[config.mk]
export PLATFORM = sky130hd
export DESIGN_NAME = nine_bit_frame_builder_fletcher
export DESIGN_NICKNAME = d
export VERILOG_FILES = /design/src/rtl/core/nbfb_pkg.sv /design/src/rtl/core/nine_bit_frame_builder_fletcher.sv
export VERILOG_INCLUDE_DIRS = /design/src /design/src/rtl/core
export SDC_FILE = /design/constraint.sdc
export NUM_CORES = 1
export LEC_CHECK = 0
export ABC_CLOCK_PERIOD_IN_PS = 5500
export BUFFER_PORTS_ARGS = -buffer_cell sky130_fd_sc_hd__buf_2
export CAP_MARGIN = 20
export CORE_MARGIN = 1.5
export CORE_UTILIZATION = 55
export DETAILED_ROUTE_END_ITERATION = 8
export PLACE_DENSITY_LB_ADDON = 0.08
export SLEW_MARGIN = 20
export SYNTH_ARGS = -nofsm -noshare
export SYNTH_HDL_FRONTEND = slang
export SYNTH_SLANG_ARGS = --single-unit
[constraint.sdc]
create_clock -name clk -period 5.5 [get_ports clk]
set_input_delay 1.1 -clock clk [delete_from_list [all_inputs] [get_ports clk]]
set_output_delay 1.1 -clock clk [all_outputs]
set_load 0.02 [all_outputs]
[src/rtl/core/nine_bit_frame_builder_fletcher_macros.svh]
// Assertion macros for the nine-bit frame builder.
// Relies on signals named clk and rst_n in the module that uses them.
`ifndef NINE_BIT_FRAME_BUILDER_FLETCHER_MACROS_SVH
`define NINE_BIT_FRAME_BUILDER_FLETCHER_MACROS_SVH

// Expression must hold at every clock edge out of reset.
`define NBFB_ASSERT_ALWAYS(label, expr, msg) \
    label: assert property (@(posedge clk) disable iff (!rst_n) (expr)) else $error(msg);

// Consequent must hold in the cycle after the antecedent.
`define NBFB_ASSERT_NEXT(label, ante, cons, msg) \
    label: assert property (@(posedge clk) disable iff (!rst_n) (ante) |=> (cons)) \
        else $error(msg);

`endif

[src/rtl/core/nbfb_pkg.sv]
// Package for the nine-bit frame builder: beat types and fixed constants.
// No dependencies.
package nbfb_pkg;

    localparam logic [8:0] ADDR_MARK = 9'h100;
    localparam logic [8:0] FL_MOD    = 9'd255;

    // Tail words still queued behind the word on the output.
    localparam logic [1:0] TAIL_NONE = 2'd0;
    localparam logic [1:0] TAIL_HIGH = 2'd1;
    localparam logic [1:0] TAIL_BOTH = 2'd2;

    typedef struct packed {
        logic [7:0] payload_byte;
        logic       frame_end;
    } in_item_t;

    typedef struct packed {
        logic [8:0] bus_word;
        logic       run_last;
    } out_item_t;

endpackage

[src/rtl/core/nine_bit_frame_builder_fletcher.sv]
// Top level of the nine-bit frame builder with Fletcher-16 checksum.
// Depends on nbfb_pkg and nine_bit_frame_builder_fletcher_macros.svh.
//
// Takes one payload byte per beat and sends it as a 9-bit bus word, with bit 8 set on
// the first byte of a frame. On the byte flagged frame_end it appends the low and then
// the high Fletcher-16 sum (mod 255). run_last marks the high sum and every data byte
// but the frame_end byte. Throughput is one byte per cycle while result_stall is low;
// the output register holds the last byte of a frame and then both sums, and no new
// byte reaches the output until the sums are gone. A beat goes from an input register
// through the single pass that updates the running sums into the output register, and
// the input register can take one beat while the output waits.
module nine_bit_frame_builder_fletcher (
    input  logic               clk,
    input  logic               rst_n,
    input  logic               item_valid,
    output logic               item_stall,
    input  nbfb_pkg::in_item_t item,
    output logic               result_valid,
    input  logic               result_stall,
    output nbfb_pkg::out_item_t result
);

    logic                in_valid_reg, in_valid_next;
    nbfb_pkg::in_item_t  in_item_reg;
    logic                out_valid_reg, out_valid_next;
    nbfb_pkg::out_item_t out_item_reg, out_item_next;
    logic [1:0]          tail_cnt_reg, tail_cnt_next;
    logic [7:0]          cks_lo_reg, cks_lo_next;
    logic [7:0]          cks_hi_reg, cks_hi_next;
    logic [7:0]          sum_low_reg, sum_low_next;
    logic [7:0]          sum_high_reg, sum_high_next;
    logic                at_start_reg, at_start_next;

    logic       in_take;
    logic       out_pop;
    logic       out_free;
    logic       move;
    logic [8:0] low_add;
    logic [8:0] high_add;
    logic [7:0] low_mod;
    logic [7:0] high_mod;

    assign out_pop  = out_valid_reg && !result_stall;
    assign out_free = !out_valid_reg || (out_pop && tail_cnt_reg == nbfb_pkg::TAIL_NONE);
    assign move     = in_valid_reg && out_free;

    assign item_stall = in_valid_reg && !move;
    assign in_take    = item_valid && !item_stall;

    // Fletcher sums, reduced with one conditional subtract each.
    always_comb
    begin
        low_add  = {1'b0, sum_low_reg} + {1'b0, in_item_reg.payload_byte};
        low_mod  = (low_add >= nbfb_pkg::FL_MOD) ? 8'(low_add - nbfb_pkg::FL_MOD)
                                                 : low_add[7:0];
        high_add = {1'b0, sum_high_reg} + {1'b0, low_mod};
        high_mod = (high_add >= nbfb_pkg::FL_MOD) ? 8'(high_add - nbfb_pkg::FL_MOD)
                                                  : high_add[7:0];
    end

    always_comb
    begin
        in_valid_next  = in_take ? 1'b1 : (move ? 1'b0 : in_valid_reg);
        out_valid_next = out_valid_reg;
        out_item_next  = out_item_reg;
        tail_cnt_next  = tail_cnt_reg;
        cks_lo_next    = cks_lo_reg;
        cks_hi_next    = cks_hi_reg;
        sum_low_next   = sum_low_reg;
        sum_high_next  = sum_high_reg;
        at_start_next  = at_start_reg;

        if (move)
        begin
            out_valid_next         = 1'b1;
            out_item_next.bus_word = {1'b0, in_item_reg.payload_byte}
                                     | (at_start_reg ? nbfb_pkg::ADDR_MARK : 9'd0);
            out_item_next.run_last = !in_item_reg.frame_end;
            if (in_item_reg.frame_end)
            begin
                tail_cnt_next = nbfb_pkg::TAIL_BOTH;
                cks_lo_next   = low_mod;
                cks_hi_next   = high_mod;
                sum_low_next  = 8'd0;
                sum_high_next = 8'd0;
                at_start_next = 1'b1;
            end
            else
            begin
                tail_cnt_next = nbfb_pkg::TAIL_NONE;
                sum_low_next  = low_mod;
                sum_high_next = high_mod;
                at_start_next = 1'b0;
            end
        end
        else if (out_pop)
        begin
            // Advance through the checksum words, else drop the beat.
            case (tail_cnt_reg)
                nbfb_pkg::TAIL_BOTH:
                begin
                    out_item_next.bus_word = {1'b0, cks_lo_reg};
                    out_item_next.run_last = 1'b0;
                    tail_cnt_next          = nbfb_pkg::TAIL_HIGH;
                end
                nbfb_pkg::TAIL_HIGH:
                begin
                    out_item_next.bus_word = {1'b0, cks_hi_reg};
                    out_item_next.run_last = 1'b1;
                    tail_cnt_next          = nbfb_pkg::TAIL_NONE;
                end
                default:
                begin
                    out_valid_next = 1'b0;
                end
            endcase
        end
    end

    always_ff @(posedge clk or negedge rst_n)
    begin
        if (!rst_n)
        begin
            in_valid_reg  <= 1'b0;
            out_valid_reg <= 1'b0;
            tail_cnt_reg  <= nbfb_pkg::TAIL_NONE;
            sum_low_reg   <= 8'd0;
            sum_high_reg  <= 8'd0;
            at_start_reg  <= 1'b1;
        end
        else
        begin
            in_valid_reg  <= in_valid_next;
            out_valid_reg <= out_valid_next;
            tail_cnt_reg  <= tail_cnt_next;
            sum_low_reg   <= sum_low_next;
            sum_high_reg  <= sum_high_next;
            at_start_reg  <= at_start_next;
        end
    end

    always_ff @(posedge clk)
    begin
        if (in_take)
        begin
            in_item_reg <= item;
        end
        out_item_reg <= out_item_next;
        cks_lo_reg   <= cks_lo_next;
        cks_hi_reg   <= cks_hi_next;
    end

    assign result_valid = out_valid_reg;
    assign result       = out_item_reg;

`include "nine_bit_frame_builder_fletcher_macros.svh"

    `NBFB_ASSERT_ALWAYS(a_tail_needs_valid,
        (tail_cnt_reg == nbfb_pkg::TAIL_NONE) || out_valid_reg,
        "checksum words queued without a valid beat")
    `NBFB_ASSERT_ALWAYS(a_sums_reduced,
        (sum_low_reg != 8'hFF) && (sum_high_reg != 8'hFF),
        "running sum left unreduced")
    `NBFB_ASSERT_NEXT(a_end_queues_tail,
        move && in_item_reg.frame_end,
        tail_cnt_reg == nbfb_pkg::TAIL_BOTH && at_start_reg,
        "frame end did not queue both checksum words")

endmodule
==> impl_metrics.xml <==
<?xml version="1.0" encoding="UTF-8"?>
<metrics>
  <group name="route">
    <metric name="remaining_drc_errors" unit="">0</metric>
    <metric name="wirelength" unit="mm">7.45</metric>
    <metric name="wire_per_inst" unit="µm">17.8</metric>
    <metric name="vias" unit="">2498</metric>
    <metric name="firstDrtPassIters" unit="">4</metric>
    <metric name="vias_per_cell" unit="">5.96</metric>
    <metric name="ant_nets" unit="">0</metric>
    <metric name="drtIter0Drc" unit="">174</metric>
  </group>
  <group name="logic_synthesis">
    <metric name="yosys_register_bits" unit="">56</metric>
    <metric name="count_of_synthesis_stage_warnings_from_yosys" unit="">0</metric>
    <metric name="synth_async_sr_flop_share" unit="">0.375</metric>
    <metric name="syn-instance-count" unit="">311</metric>
    <metric name="ys_types" unit="">51</metric>
    <metric name="synthDominantCellAreaShare" unit="">0.313</metric>
    <metric name="synth.yosys.seq_area_share" unit="">0.470</metric>
    <metric name="synth_flop_cell" unit="">sky130_fd_sc_hd__edfxtp_1</metric>
    <metric name="syn_nets" unit="">348</metric>
    <metric name="yosysTopAreaCell" unit="">sky130_fd_sc_hd__edfxtp_1</metric>
    <metric name="postSynthAreaPerCell" unit="µm²">10.8</metric>
    <metric name="synth_edf_count" unit="">35</metric>
    <metric name="yosys-top-cells-area" unit="">sky130_fd_sc_hd__edfxtp_1 31%, sky130_fd_sc_hd__dfrtp_1 15%, sky130_fd_sc_hd__ha_1 8.2%</metric>
    <metric name="post_synth_instance_area" unit="µm²">3360</metric>
  </group>
  <group name="critical_path">
    <metric name="cp_cell_sequence" unit="">ha_1 -&gt; inv_1 -&gt; fa_1 -&gt; nor2b_4 -&gt; o31ai_1 -&gt; xnor2_2 -&gt; o2111ai_2 -&gt; o41ai_4 -&gt; xor2_1 -&gt; ha_1 -&gt; inv_1 -&gt; fa_1 -&gt; nand2b_1 -&gt; a21oi_1 -&gt; a31oi_1 -&gt; xnor2_2 -&gt; a41oi_2 -&gt; mux2_2 -&gt; a22o_1</metric>
    <metric name="r2r_setup_slack" unit="ns">0.39</metric>
    <metric name="worst-endpoint-required" unit="ns">5.69</metric>
    <metric name="crit_path_top_delay_cell" unit="">sky130_fd_sc_hd__o41ai_4</metric>
    <metric name="critical_path.endpoint_type" unit="">flip-flop</metric>
    <metric name="delay_of_the_slowest_cell_on_the_worst_path" unit="ns">0.51</metric>
    <metric name="reg2regPathDepth" unit="">19</metric>
    <metric name="timing.critical_path.fanout_max" unit="">6</metric>
    <metric name="path_class" unit="">reg -&gt; reg</metric>
    <metric name="critical_path.startpoint_type" unit="">flip-flop</metric>
    <metric name="timing.critical_path.arrival" unit="ns">5.30</metric>
  </group>
  <group name="timing">
    <metric name="max_clock_freq" unit="MHz">196</metric>
    <metric name="total_negative_slack" unit="ns">0</metric>
    <metric name="finalMaxSlewViolations" unit="">0</metric>
    <metric name="worst-slew-pin-transition" unit="ns">0.835</metric>
    <metric name="period_needed" unit="ns">5.11</metric>
    <metric name="clock_skew" unit="ns">0.0117</metric>
    <metric name="report.final.hold_viol_count" unit="">0</metric>
    <metric name="finalHoldWorstSlack" unit="ns">0.520</metric>
    <metric name="timing.max_slew.rel_slack" unit="">0.442</metric>
    <metric name="setup_repair_after_global_routing_missed_its_margin" unit="">no</metric>
    <metric name="setup-violations-final" unit="">0</metric>
    <metric name="portion_of_the_clock_cycle_consumed_by_the_worst_path_in_the_final_layout" unit="">0.929</metric>
  </group>
  <group name="finish">
    <metric name="drive_gt1_frac" unit="">0.172</metric>
    <metric name="final_nets" unit="">380</metric>
    <metric name="largest_register_ffs" unit="">10</metric>
    <metric name="insertedDiodeCount" unit="">0</metric>
    <metric name="flow.area_growth_from_synthesis" unit="%">12.0</metric>
    <metric name="layout.filler_cells" unit="">481</metric>
    <metric name="fin_util" unit="">0.635</metric>
  </group>
  <group name="clock_tree">
    <metric name="clkTransAtPathRegs" unit="ns">0.10</metric>
    <metric name="tritoncts_clock_tree" unit="">done</metric>
    <metric name="cts_buffer_depth" unit="">2</metric>
    <metric name="cts.root.buffer_cell" unit="">sky130_fd_sc_hd__clkbuf_8</metric>
    <metric name="cts_htree_levels" unit="">2</metric>
    <metric name="holdBufCountCts" unit="">0</metric>
    <metric name="worst_skew_pair.late_latency" unit="ns">0.30</metric>
    <metric name="cts_buffers" unit="">5</metric>
    <metric name="post-cts-setup-buffers" unit="">0</metric>
    <metric name="clock_sinks" unit="">56</metric>
  </group>
  <group name="global_routing">
    <metric name="grt_first_pass_wirelength" unit="mm">12.0</metric>
    <metric name="grt_util_all_layers" unit="">0.243</metric>
    <metric name="globalRouteOverflowTotal" unit="">0</metric>
    <metric name="antenna_found_initial" unit="">0</metric>
    <metric name="grt_start_max_net_pins" unit="">23</metric>
    <metric name="first_global_vias" unit="">2361</metric>
  </group>
  <group name="run_status">
    <metric name="run_status" unit="">completed</metric>
  </group>
  <group name="job">
    <metric name="max_cap_violations" unit="">0</metric>
  </group>
  <group name="floorplan">
    <metric name="core_region_area" unit="µm²">5920</metric>
    <metric name="initial_core_util" unit="">0.567</metric>
    <metric name="io_pins" unit="">25</metric>
    <metric name="die_x" unit="µm">81.1</metric>
    <metric name="die_area" unit="µm²">6580</metric>
    <metric name="fp.dieH" unit="µm">81.1</metric>
    <metric name="num_rows" unit="">28</metric>
  </group>
  <group name="place">
    <metric name="dp_hpwl" unit="mm">5.47</metric>
    <metric name="gpl.final_weighted_congestion" unit="">0.876</metric>
    <metric name="place.port_buffers" unit="">24</metric>
  </group>
  <group name="worst_hold_path">
    <metric name="hold_path_depth" unit="">1</metric>
    <metric name="hold_path_class" unit="">reg -&gt; reg</metric>
  </group>
</metrics>
==> routing by layer <==
layer	global-route usage	routed length (µm)	vias to the layer above
li1	-	-	1231
met1	0.338	3470	1201
met2	0.398	3520	58
met3	0.0427	357	8
met4	0.0534	93	0
met5	0	0	-
==> worst max-delay path: cells and delay by family (launching register included) <==
family / cells / cell delay, ns
flip-flops: 1 / 0.40
multiplexers: 1 / 0.39
AND/OR/NAND/NOR: 2 / 0.23
buffers and inverters: 2 / 0.14
adder cells (fa/ha/maj): 4 / 1.15
AO/OA/AOI/OAI: 7 / 2.02
XOR/XNOR: 3 / 0.67
==> cells in the mapped netlist (all sizes together), types with 6 or more instances <==
cell type / n
o21ai: 20
a22o: 8
inv: 14
edfxtp: 35
nand2: 30
clkbuf: 6
xnor2: 8
a21oi: 15
ha: 22
nand3: 9
nor2: 20
dfrtp: 20
and2: 7
mux2i: 9
==> layout make-up <==
class | instances | area (µm²) | share of cell area
multi-input cells | 235 | 1730 | 0.460
well taps | 75 | 93.8 | 0.0250
clock buffers | 6 | 72.6 | 0.0193
clock inverters | 2 | 60.1 | 0.0160
flip-flops and latches | 56 | 1580 | 0.420
inverters | 14 | 52.6 | 0.0140
repair buffers | 31 | 173 | 0.0459
==> path summary, 6_finish.rpt <==
| check | start | end |
|---|---|---|
| setup / recovery | in_item_reg[1]$_DFFE_PP_ | sum_high_reg[1]$_DFFE_PN0P_ |
| hold / removal | at_start_reg$_DFFE_PN1P_ | at_start_reg$_DFFE_PN1P_ |
| setup reg to reg | in_item_reg[1]$_DFFE_PP_ | sum_high_reg[1]$_DFFE_PN0P_ |
| hold reg to reg | at_start_reg$_DFFE_PN1P_ | at_start_reg$_DFFE_PN1P_ |
| max in group asynchronous | rst_n | sum_low_reg[6]$_DFFE_PN0P_ |
| min in group asynchronous | rst_n | result_valid$_DFFE_PN0P_ |
==> kinds of logic (layout without fill, tap and decap cells) <==
group / Yosys count / in the layout / share of synthesized area
fa+ha+maj: 24 / 24 / 0.0939
mux: 13 / 13 / 0.0403
simple gates: 100 / 100 / 0.150
buf+inv: 20 / 53 / 0.0224
compound gates: 85 / 85 / 0.185
flops: 56 / 56 / 0.470
xor+xnor: 13 / 13 / 0.0384
==> timing repair <==
item,in CTS,in global routing
resized for setup,0,4
hold endpoints to repair,0,0
setup endpoints to repair,0,10
==> through the flow <==
stage / setup WS [ns] / cells / instance area, µm²
floorplan: 0.663 / 311 / 3360
global placement: 0.429 / 411 / 3600
detailed placement: 0.322 / 411 / 3600
CTS: 0.302 / 419 / 3730
global route: 0.00208 / 419 / 3760
finish: 0.393 / 419 / 3760
==> cells in the final DEF (no fill, tap or decap), drive strengths merged, types with 6 or more instances in the layout <==
cell type  netlist  final
o21ai           20     20
clkbuf           6      6
dfrtp           20     20
nand3            9      9
inv             14     14
a21oi           15     15
and2             7      7
a22o             8      8
edfxtp          35     35
ha              22     22
buf              0     31
nand2           30     30
mux2i            9      9
xnor2            8      8
nor2            20     20
Power is left out: the tool's default activity adds up to more than one toggle a clock period on the data nets, which glitch-free logic cannot reach.
